File: src/hw/rtl/mrbm_ram.sv
// Generic single write port, single read port RAM with registered read data.
// No dependencies.
module mrbm_ram #(
  parameter int WIDTH = 8,
  parameter int DEPTH = 16
) (
  input  logic                     clk,
  input  logic                     we,
  input  logic [$clog2(DEPTH)-1:0] waddr,
  input  logic [WIDTH-1:0]         wdata,
  input  logic [$clog2(DEPTH)-1:0] raddr,
  output logic [WIDTH-1:0]         rdata
);

  logic [WIDTH-1:0] mem [DEPTH];

  always_ff @(posedge clk) begin
    if (we) begin
      mem[waddr] <= wdata;
    end
    rdata <= mem[raddr];
  end

endmodule

File: config.mk
export PLATFORM = sky130hd
export DESIGN_NAME = mrbm_ram
export DESIGN_NICKNAME = d
export VERILOG_FILES = /design/src/hw/rtl/mrbm_ram.sv
export SDC_FILE = /design/constraint.sdc
export NUM_CORES = 1
export LEC_CHECK = 0
export BUFFER_PORTS_ARGS = -buffer_cell sky130_fd_sc_hd__buf_2
export CAP_MARGIN = 0
export CORE_MARGIN = 2
export CORE_UTILIZATION = 25
export CTS_CLUSTER_DIAMETER = 150
export DETAILED_ROUTE_END_ITERATION = 6
export PLACE_DENSITY = 0.5
export RECOVER_POWER = 25
export SLEW_MARGIN = 20
export SYNTH_ARGS = -nofsm -noshare
export SYNTH_HDL_FRONTEND = slang
export SYNTH_SLANG_ARGS = --single-unit
File: constraint.sdc
create_clock -name clk -period 2.5 [get_ports clk]
set_input_delay 0.5 -clock clk [delete_from_list [all_inputs] [get_ports clk]]
set_output_delay 0.5 -clock clk [all_outputs]
set_load 0.005 [all_outputs]
==> After elaboration in Yosys (flattened, before gate mapping) <==
Memories as Yosys holds them, arrays and structs flattened. A register that Yosys moved wholly into a read port is not among the register bits.
Index checks and enable logic that the tools add are counted.
{ "totals": {"wordCells": 3, "mem_count": 1, "ram_bits": 128, "reg_bits": 0, "input_bits": 18, "out_inout_bits": 8} }
{ "classes": {"n_mux": 2} }
{ "memory_table": {"columns": ["name", "words", "width", "rd", "rd_clocked_by_memory_dff", "write_ports", "line_no", "text"], "rows": [
  ["mem", 16, 8, 1, 1, 1, "15", "logic [WIDTH-1:0] mem [DEPTH];"]
]} }
{ "ops": {"columns": ["cell", "n"], "rows": [
  ["1-bit 2-to-1 mux", 2]
]} }

==> Depth between registers and ports, before layout <==
{ "logic_depth": {"ltp_word": 2, "ltp_mapped": 5} }

==> Worst setup path before layout <==
No wires, ideal clock.
{ "synth_path": {"path_kind": "input -> register", "start": "input waddr[2]", "end": "memory mem[0][0] (enable)", "path_buffers": 0, "required_time_ps": 2117, "t_arrival_ps": 1610, "path_stages": 2, "setup_slack_ps": 507, "path_cell_list": "or3b_2 -> nor3_1"} }
{ "synth_rtl": {"columns": ["item", "line_no", "text"], "rows": [
  ["from (decl)", "9", "input logic [$clog2(DEPTH)-1:0] waddr,"],
  ["to (decl)", "15", null]
]} }
Straight into the memory's write port.

==> results.json <==
{
  "drtIter0Drc": 121,
  "finalSetupViolCount": 0,
  "grt_start_max_net_pins": 33,
  "switching_share_pct": 19.8,
  "grt_pass1_wl_mm": 15.8,
  "dieArea_um2": 21800,
  "vias": 2451,
  "slew_viol_final": 0,
  "drv_cap": 0,
  "critPathCaptureType": "flop",
  "wire_per_inst_um": 18.5,
  "route.met3.wl_um": 363,
  "finalWorstSetupSlack_ns": 0.913,
  "drive_gt1_share_pct": 29.1,
  "wl_met2_mm": 4.96,
  "highest_layer": "met4",
  "worstPathRequired_ns": 2.80,
  "antenna_found_initial": 0,
  "crit_path_start_kind": "primary input",
  "place_inst": 535,
  "gp_congestion": 0.691,
  "p_switching_uw": 1010,
  "worst_slew_pin_slew_ns": 0.648,
  "critPathMaxStageDelay_ns": 0.57,
  "area_growth_pct": 21.6,
  "status": "completed",
  "fmax_ghz": 0.630,
  "grt_overflow": 0,
  "avgSynthCellArea_um2": 22.5,
  "path_buf_inv": 2,
  "worstPathArrival_ns": 1.89,
  "grt_pass1_vias": 2609,
  "place_hpwl_mm": 6.75,
  "cts_tree": "yes",
  "routed_via_density": 4.33,
  "hold_violations": 0,
  "clockBufferDepth": 2,
  "postCtsHoldBufs": 0,
  "worst_path_max_delay_cell": "mux4_1",
  "final_cells": 566,
  "syn_nets": 247,
  "internal_power_uw": 4100,
  "rsz0062_at_grt": "no",
  "cts_sinks": 136,
  "powerDensity_nw_per_um2": 817,
  "setup-tns-final_ns": 0,
  "criticalPathCategory": "in -> reg",
  "power_frac_clock_pct": 45.1,
  "fin_worst_skew_ns": 0.00874,
  "drt_wl_total_mm": 10.5,
  "relSlewSlack_pct": 56.8,
  "seq_area_frac_synth_pct": 77.8,
  "ys_warn_count": 0,
  "die_x_um": 147,
  "cts_buffers": 17,
  "drc_errors": 0,
  "nNetsFinal": 302,
  "finalCritPeriodShare_pct": 63.5,
  "p_seq_share_pct": 50.2,
  "cts_root_buf": "clkbuf_16",
  "combPwrFrac_pct": 4.7,
  "diodes": 0,
  "path_cells": "buf_2 -> buf_12 -> mux4_1 -> a22oi_1 -> nand2_1",
  "first_pass_iters": 4,
  "ant_nets": 0,
  "post_cts_resize_count": 0,
  "path_clk_slew_ns": 0.06,
  "die_h_um": 147,
  "critPathTopFamily": "multiplexers",
  "place.port_buffers": 25,
  "ios": 26,
  "core_um2": 20200,
  "cellLeakagePower_uw": 0.00207,
  "ys_seq_elements": 136,
  "synth_cells": 229,
  "pre_cts_slack_ns": 0.435,
  "cp_max_fo": 19,
  "track_usage_pct": 10.3,
  "worstHoldPathType": "in -> reg",
  "post_cts_buffers": 0,
  "mappedNetlistArea_um2": 5150,
  "m1WireLength_mm": 5.05,
  "clkLatencyLatePin_ns": 0.42,
  "vdd_drop_max_mv": 0.558,
  "synth_cell_types": 19,
  "rows": 52,
  "layout_common_cells": "edfxtp_1 (128), buf_2 (20), mux4_2 (18), buf_4 (18), clkbuf_16 (17)",
  "layout_min_cycle_time_ns": 1.59,
  "start_util_pct": 25.4,
  "cts_max_level": 4,
  "final_common_cell": "edfxtp_1"
}
==> cell usage after synthesis, drive strengths merged <==
library cell,instances,area share (%)
edfxtp,128,75
mux4,32,15
a22oi,16,2.3
nor2,13,0.95
nand2,9,0.66
dfxtp,8,3.1
buf,7,1.1
nor3,4,0.39
clkdlybuf4s25,3,0.58
nand2b,2,0.24
nand3b,2,0.29
and2,1,0.12
and2b,1,0.15
nand3,1,0.097
nor2b,1,0.12
or3b,1,0.17
==> final cells by class <==
| type | count | area (um2) |
|---|---|---|
| Clock buffer | 20 | 437 |
| Clock inverter | 11 | 108 |
| Fill cell | 1953 | 14000 |
| Multi-Input combinational cell | 83 | 1060 |
| Sequential cell | 136 | 4000 |
| Tap cell | 270 | 338 |
| Timing Repair Buffer | 46 | 314 |
==> registers in the layout, summed over array words and instances (netlist names) <==
signal,cells
mem,128
rdata,8
==> through the flow <==
step | utilization [%] | instance area [um2] | power [uW] | hold slack, ns
final | 30.9 | 6260 | 5110 | 0.476
after global routing | 30.9 | 6260 | 5300 | 0.481
after CTS | 31.0 | 6260 | 5180 | 0.453
after detailed placement | 28.3 | 5720 | 2860 | 0.666
after global placement | 28.3 | 5720 | 2860 | 0.655
after floorplan | - | 5150 | 2740 | 0.599
==> cell families (layout without fill, tap and decap cells) <==
group | count (synthesis) | after routing | share of synthesized area [%]
AO/OA/AOI/OAI | 16 | 16 | 2.33
buffers and inverters | 10 | 77 | 1.68
multiplexers | 32 | 32 | 15.0
AND/OR/NAND/NOR | 35 | 35 | 3.18
flip-flops | 136 | 136 | 77.8
==> worst register-to-register path, delay by kind of cell, from the launching register on <==
family | cells | cell delay, ns
mux | 1 | 0.48
flops | 1 | 0.35
compound gates | 1 | 0.29
simple gates | 1 | 0.09
==> path summary, 6_finish.rpt <==
path                                      startpoint                   to  slack [ns]  depth (start not counted)
worst min register to register  mem[15][2]$_DFFE_PP_     rdata[2]$_DFF_P_        0.68                          3
worst max register to register   mem[3][4]$_DFFE_PP_     rdata[4]$_DFF_P_        1.17                          3
worst max-delay path                        raddr[0]     rdata[1]$_DFF_P_        0.91                          5
worst min-delay path                        wdata[3]  mem[8][3]$_DFFE_PP_        0.48                          1
==> layer usage <==
metal  GRT usage [%]  up-vias
met5               0        -
met4            3.61        0
met3            3.73        8
met2            15.8       42
met1            13.7     1322
li1                -     1079
==> power groups by stage <==
| stage | sequential (uW) | clock (uW) | combinational [uW] |
|---|---|---|---|
| 3_3_place_gp | 2610 | 0 | 242 |
| 4_1_cts | 2570 | 2360 | 247 |
| 6_report | 2570 | 2310 | 238 |
| 2_1_floorplan | 2610 | 0 | 129 |
| 5_1_grt | 2570 | 2460 | 262 |
| 3_5_place_dp | 2620 | 0 | 247 |
Note: power is estimated with default switching activity, not from simulation.
