## config.mk

```make
export PLATFORM = sky130hd
export DESIGN_NAME = mrbm_mip_size
export DESIGN_NICKNAME = d
export VERILOG_FILES = /design/src/hw/rtl/mrbm_pkg.sv /design/src/hw/rtl/mrbm_mip_size.sv
export SDC_FILE = /design/constraint.sdc
export NUM_CORES = 1
export LEC_CHECK = 0
export BUFFER_PORTS_ARGS = -buffer_cell sky130_fd_sc_hd__buf_2
export CAP_MARGIN = 10
export CORE_MARGIN = 2
export CORE_UTILIZATION = 59
export DETAILED_ROUTE_END_ITERATION = 8
export PLACE_DENSITY_LB_ADDON = 0.15
export SLEW_MARGIN = 0
export SYNTH_ARGS = -nofsm -noshare
export SYNTH_HDL_FRONTEND = slang
export SYNTH_SLANG_ARGS = --single-unit
```

## constraint.sdc

```tcl
create_clock -name vclk -period 7
set_input_delay 0.35 -clock vclk [all_inputs]
set_output_delay 0.35 -clock vclk [all_outputs]
set_load 0.02 [all_outputs]
```

## src/hw/rtl/mrbm_pkg.sv

```systemverilog
// Shared types and constants for the mip residency budget manager.
// Used by the size module, the top level and the testbench; depends on nothing.
package mrbm_pkg;

  localparam int TABLE_DEPTH = 64;
  localparam int IDX_W = $clog2(TABLE_DEPTH);
  localparam int CNT_W = $clog2(TABLE_DEPTH + 1);

  localparam logic [3:0]  MAX_MIPS = 4'd15;
  localparam logic [14:0] DIM_MAX  = 15'd16384;
  localparam logic [39:0] USED_MAX = 40'hFF_FFFF_FFFF;

  typedef enum logic [1:0] {
    ACT_REGISTER   = 2'd0,
    ACT_UNREGISTER = 2'd1,
    ACT_REQUEST    = 2'd2,
    ACT_TICK       = 2'd3
  } action_t;

  typedef enum logic [1:0] {
    ST_OK        = 2'd0,
    ST_DUPLICATE = 2'd1,
    ST_NOT_FOUND = 2'd2,
    ST_FULL      = 2'd3
  } status_t;

  localparam logic [1:0] PRIO_NORMAL = 2'd2;
  localparam logic [1:0] PRIO_LOW    = 2'd3;

  localparam logic [1:0] REG_BUDGET = 2'd0;
  localparam logic [1:0] REG_LOADS  = 2'd1;

  typedef struct packed {
    logic [1:0]  action;
    logic [15:0] handle;
    logic [14:0] width;
    logic [14:0] height;
    logic [3:0]  mip_count;
    logic [3:0]  mip_level;
    logic [1:0]  priority_req;
  } in_word_t;

  typedef struct packed {
    logic [1:0]  status;
    logic [39:0] used_bytes;
    logic [15:0] pending_requests;
    logic [31:0] evicted_total;
    logic [6:0]  entry_count;
    logic [3:0]  loads_done;
  } out_word_t;

  typedef struct packed {
    logic [15:0] handle;
    logic [14:0] w;
    logic [14:0] h;
    logic [3:0]  count;
    logic [3:0]  cur;
    logic [3:0]  req;
    logic [1:0]  prio;
    logic [31:0] last_use;
    logic [30:0] size;
  } entry_t;

  typedef enum logic [4:0] {
    S_IDLE, S_FIND_RD, S_FIND_CHK, S_DECIDE, S_MUL, S_SUB, S_ADD, S_WR,
    S_CMP_RD, S_CMP_WR, S_TK_RD, S_TK_CHK, S_RC_RD, S_RC_CHK,
    S_EV_START, S_EV_RD, S_EV_CHK, S_EV_GET, S_TK_END, S_DONE
  } state_t;

  typedef enum logic [2:0] {
    MODE_REG, MODE_REQ, MODE_UNREG, MODE_APPLY, MODE_EVICT
  } mode_t;

endpackage

```

## src/hw/rtl/mrbm_mip_size.sv

```systemverilog
// Byte estimate of one mip level: max(1, w>>m) * max(1, h>>m) * 4.
// Depends on mrbm_pkg.
module mrbm_mip_size
  import mrbm_pkg::*;
(
  input  logic [14:0] w,
  input  logic [14:0] h,
  input  logic [3:0]  mip,
  output logic [30:0] bytes
);

  logic [14:0] ws;
  logic [14:0] hs;
  logic [28:0] prod;

  always_comb begin
    ws = w >> mip;
    hs = h >> mip;
    if (ws == 15'd0) begin
      ws = 15'd1;
    end
    if (hs == 15'd0) begin
      hs = 15'd1;
    end
    // Both sides are at most 16384, so the product fits in 29 bits.
    prod  = 29'(ws) * 29'(hs);
    bytes = {prod, 2'b00};
  end

endmodule

```

Word-level counts from Yosys, hierarchy flattened
Cells that the tools add are included.
Widths: inputs -> output; s select.
{ "classes": {"n_mux": 2, "reduce_logical": 2, "shifts": 2, "multipliers": 1} }
{ "op_table": {"columns": ["op", "n"], "rows": [
  ["$logic_not 15->1", 2],
  ["$mux 15", 2],
  ["$shr 15x4->15", 2],
  ["$mul 15x15->29", 1]
]} }
{ "totals": {"wordCells": 7, "reg_bits": 0, "output_inout_bits": 31, "input_bits": 34} }

Logic depth before layout (Yosys ltp)
Gate-level depths: netlist (run 1).
{ "logic_depth": {"word_depth": 4, "depth_mapped": 31, "depth_no_buf": 27} }

Least setup slack after synthesis (run 1)
Ideal clock, no wire load.
{ "synth_path": {"path_kind": "in2out", "startpoint": "input port mip[1]", "endpoint": "output port bytes[24]", "setup_slack_ns": -0.795, "path_stages": 22, "arrival_ns": 7.445, "required_ns": 6.650, "path_buffers": 2, "cell_sequence": "buf_6 -> mux4_2 -> or4b_1 -> a2111oi_2 -> a41oi_2 -> nand2b_1 -> fa_1 -> fa_1 -> inv_1 -> fa_1 -> fa_1 -> fa_1 -> inv_1 -> fa_1 -> inv_1 -> ha_1 -> clkbuf_1 -> nand3_1 -> or3_1 -> a31oi_1 -> o21ai_0 -> o311ai_0"} }
{ "synth_via": {"elab_chain_cells": 4, "word_cells_on_any_way": 7, "classes_between": "mul: 1; shift: 2; mux: 2; reduce/logical: 2"} }
{ "synth_rtl": {"columns": ["element", "line", "source"], "rows": [
  ["start, declared", "mrbm_mip_size.sv:8", "input logic [3:0] mip,"],
  ["$shr 15x4->15, on equally long branches", "mrbm_mip_size.sv:17, mrbm_mip_size.sv:18", null],
  ["$logic_not 15->1, on equally long branches", "mrbm_mip_size.sv:19, mrbm_mip_size.sv:22", null],
  ["$mux 15, on equally long branches", "mrbm_mip_size.sv:19, mrbm_mip_size.sv:22", null],
  ["$mul 15x15->29 *", "mrbm_mip_size.sv:26", "prod = 29'(ws) * 29'(hs);"],
  ["end, declared", "mrbm_mip_size.sv:9", "output logic [30:0] bytes"]
]} }
Mark *: on every way between the ends. The rest lies on a longest branch, timed or not.

Worst setup path after layout (run 1)
{ "layout_path": {"startpoint": "input port mip[0]", "endpoint": "output port bytes[30]"} }
The elaborated chain is that of the path after synthesis.

==> flow_summary.toml, run 1 <==
[synth]
synth_top_cell_by_area = "fa_1"
synth_common_cells = "196 x inv_1, 166 x fa_1, 161 x nor2_1, 109 x nand2_1, 90 x ha_1"
syn_area_per_cell_um2 = 8.35
yosysTopAreaCellShare_pct = 38.2
synth.distinct_cells = 60
netlist_top_cells_area = "fa_1 38%, ha_1 13%, inv_1 8.5%"
synthCells = 1043
ys_warn_count = 0
synth_most_common_cell = "inv_1"
synth_seq_area_share_pct = 0
netlist_area_um2 = 8710

[sta]
tns_ns = -10.09
fmax_ghz = 0.128
final.period_utilization_pct = 111
worst_pin_slew_ns = 0.551
finalHoldViolCount = 0
max_slew_margin_pct = 62.9
finalWorstSetupSlack_ns = -0.787
timing.final.max_slew_violations = 0
layout_min_cycle_time_ns = 7.79
setup_viol = 18
rsz0062_at_grt = "true"

[floorplan]
coreArea_um2 = 14500
initial_core_util_pct = 60.1
io_pins = 65
die-width_um = 125
die_area_um2 = 15700
num_rows = 44
die_h_um = 125

[finish]
instances_no_fill = 1493
drive_gt1_share_pct = 33.2
area.growth.synth_to_final_pct = 33.9
nets = 1601
n_clock_buffer = 0
seqCellArea_um2 = 0
nFlopsAndLatches = 0
multi_input_area_um2 = 8370
fillers = 955
num_antenna_cells = 0

[placement]
dp_hpwl_um = 21900
dp_cells = 1474
gp_congestion = 1.02
io_buffers = 63

[outcome]
outcome = "complete, but fails checks"
violations = "setup timing"

[routing]
dr.pass1.iters = 5
wirelength_um = 27200
drt_iter0_markers = 711
postRouteAntennaNets = 0
vias = 8533
viasPerCell = 5.72
wl_per_cell_um = 18.2
drt_drc_violations_left = 0

[pwr]
ir_drop_v = 0.000264
total_leakage_power_nw = 6.02
power_density_nw_per_um2 = 184

[setup_path]
required_ns = 6.65
endpoint_kind = "output port"
crit_path_top_delay_cell = "fa_1"
max_stage_delay_ns = 0.51
crit_path_frequent_cell = "fa_1"
critPathKind = "in -> out"
crit_buf_inv = 6
critPathMaxFanout = 7
critPathTopFamily = "adder cells"
worstSetupStartpointType = "input port"
cp.arrival_ns = 7.44

[global_route]
gr-total-overflow = 0
grt_pass1_wl_um = 44400
grt_pass1_vias = 9231
grt_max_degree = 20
antenna_found_initial = 0
track_usage_pct = 35.0

[run]
drv_cap = 0

[worst_hold_path]
hold_path.class = "in -> out"

[cts]
cts_hold_buf = 0
## power by group
part | switching [W] | internal (W)
clock | 0 | 0
sequential | 0 | 0
combinational | 0.00114 | 0.00100
## layout make-up
class | count | area share, %
inverters | 198 | 6.37
repair buffers | 307 | 19.9
multi-input cells | 804 | 71.8
well taps | 184 | 1.97
## final timing paths
path | startpoint | to | depth (start not counted)
max | mip[0] | bytes[30] | 26
min | mip[3] | bytes[2] | 7
## timing repair
| item | CTS | global route |
|---|---|---|
| gates resized for setup | 50 | 68 |
| endpoints found under the setup margin | 19 | 20 |
| pin swaps | 25 | 27 |
| setup buffers | 6 | 15 |
## cell usage in the layout (no fill, tap or decap), types with 15 or more instances in the layout
| cell | synthesis | final |
|---|---|---|
| a21oi_1 | 31 | 25 |
| buf_2 | 6 | 46 |
| buf_4 | 4 | 240 |
| buf_6 | 5 | 15 |
| fa_1 | 166 | 162 |
| ha_1 | 90 | 81 |
| inv_1 | 196 | 192 |
| mux2i_1 | 21 | 19 |
| mux4_2 | 20 | 20 |
| nand2_1 | 109 | 107 |
| nand2b_1 | 19 | 16 |
| nor2_1 | 161 | 146 |
## cell families (layout without fill, tap and decap cells)
| family | Yosys count | count (layout) | share of synthesized area [%] |
|---|---|---|---|
| adders and majority gates | 256 | 256 | 51.1 |
| other | 1 | 2 | 0.0431 |
| AOI/OAI and AO/OA | 108 | 108 | 8.34 |
| xor gates and xnor gates | 25 | 25 | 2.52 |
| buffers and inverters | 240 | 505 | 11.0 |
| muxes | 49 | 49 | 8.62 |
| and+or+nand+nor | 364 | 364 | 18.3 |
## metrics by stage
stage / setup slack, ns / utilization (%) / cell area, µm² / power, W / hold WS, ns
6_report: -0.787 / 80.5 / 11700 / 0.00215 / 1.77
5_1_grt: -0.958 / 80.5 / 11700 / 0.00233 / 1.81
4_1_cts: -0.604 / 77.9 / 11300 / 0.00191 / 1.76
3_5_place_dp: -0.940 / 76.0 / 11000 / 0.00183 / 1.77
3_3_place_gp: -0.858 / 76.0 / 11000 / 0.00178 / 1.77
2_1_floorplan: -0.273 / - / 8990 / 0.00120 / 1.41
## routing by layer
| metal | vias up | GRT usage, % | wire length (µm) | share of wire [%] |
|---|---|---|---|---|
| li1 | 3833 | - | - | - |
| met1 | 4193 | 45.8 | 10200 | 37 |
| met2 | 407 | 61.9 | 13800 | 51 |
| met3 | 100 | 3.72 | 2120 | 7.8 |
| met4 | 0 | 9.80 | 1120 | 4.1 |
| met5 | - | 0 | 0 | 0 |
Power figures use the tool's default switching activity.
==> inputs of run 2 (changes only) <==
Settings changed: CORE_UTILIZATION 59 to 55.
==> flow_summary.toml, run 2 (same netlist as run 1, synthesis figures left out) <==
[outcome]
outcome = "complete, but fails checks"
violations = "setup timing"

[sta]
final.period_utilization_pct = 109
worst_pin_slew_ns = 0.622
max_slew_margin_pct = 58.5
fmax_ghz = 0.131
layout_min_cycle_time_ns = 7.66
timing.final.max_slew_violations = 0
hold_ws_ns = 1.79
finalHoldViolCount = 0
setup_viol = 18
finalWorstSetupSlack_ns = -0.661
rsz0062_at_grt = "true"

[finish]
num_antenna_cells = 0
n_clock_buffer = 0
nFlopsAndLatches = 0
area.growth.synth_to_final_pct = 35.8
final_cell_mix = "239 x buf_4, 183 x inv_1, 162 x fa_1"
fillers = 1121
instances_no_fill = 1528
drive_gt1_share_pct = 34.2
seqCellArea_um2 = 0
final_common_cell = "buf_4"
final_util_pct = 77.2
nets = 1609

[run]
drv_cap = 0

[setup_path]
required_ns = 6.65
critPathMaxFanout = 5
cp.arrival_ns = 7.31
worstSetupStartpointType = "input port"
critPathKind = "in -> out"
endpoint_kind = "output port"

[global_route]
antenna_found_initial = 0
gr-total-overflow = 0
grt_pass1_vias = 8751
grt_pass1_wl_um = 42600
grt_max_degree = 26
track_usage_pct = 32.1

[routing]
wirelength_um = 26300
wl_per_cell_um = 17.2
viasPerCell = 5.55
vias = 8476
dr.pass1.iters = 8
postRouteAntennaNets = 0
drt_iter0_markers = 581
drt_drc_violations_left = 0

[floorplan]
coreArea_um2 = 15300
num_rows = 45
die_h_um = 130
io_pins = 65
die_area_um2 = 16900
die-width_um = 130
initial_core_util_pct = 56.8

[placement]
io_buffers = 63
dp_hpwl_um = 21300
dp_cells = 1497
place_ws_ns = -0.899
gp_congestion = 0.981

[worst_hold_path]
min_path_cells = 8
hold_path.class = "in -> out"

[pwr]
total_leakage_power_nw = 6.07
power_density_nw_per_um2 = 187
ir_drop_v = 0.000230
p_total_w = 0.00222

[cts]
cts_hold_buf = 0
[run 2: final cells by class]
class | instances | area, µm² | share of cell area [%]
repair buffers | 315 | 2460 | 20.8
inverters | 198 | 743 | 6.29
well taps | 211 | 264 | 2.23
multi-input cells | 804 | 8360 | 70.7
[run 2: report_power, final]
| part | switching, W | internal, W |
|---|---|---|
| sequential | 0 | 0 |
| clock | 0 | 0 |
| combinational | 0.00115 | 0.00106 |
[run 2: worst paths after layout]
kind / start / to
worst max-delay path: mip[1] / bytes[30]
worst min-delay path: mip[2] / bytes[2]
[run 2: what timing repair did]
action,in CTS,in global routing
setup endpoints to repair,18,20
gates cloned,0,1
setup buffers,14,16
resized for setup,86,61
pin swaps,51,28
[run 2: worst max-delay path, stage by stage]
cell and delay (ns):
buf_12 0.09, mux4_2 0.54, or4b_4 0.56, a2111oi_4 0.36, a41oi_4 0.22, buf_6 0.18, nand2b_4 0.13, fa_1 0.46
fa_1 0.52, inv_2 0.05, fa_1 0.49, fa_2 0.44, fa_1 0.50, inv_2 0.04, fa_1 0.50, inv_2 0.05
ha_4 0.27, buf_6 0.10, nand3_2 0.06, or3_4 0.34, a31oi_4 0.24, nor3_4 0.11, o31a_1 0.30, a311o_1 0.28
buf_6 0.14
[run 2: layer usage]
layer	vias up	routed length, µm	track usage [%]
met5	-	0	0
met4	0	904	8.54
met3	72	1910	3.40
met2	344	13200	56.3
met1	4213	10300	42.6
li1	3847	-	-
[run 2: through the flow]
step | cell area [µm²] | TNS, ns
after CTS | 11400 | -7.16
final | 11800 | -7.53
after floorplan | 8990 | -1.38
after detailed placement | 11000 | -11.74
after global placement | 11000 | -11.04
after global routing | 11800 | -11.87
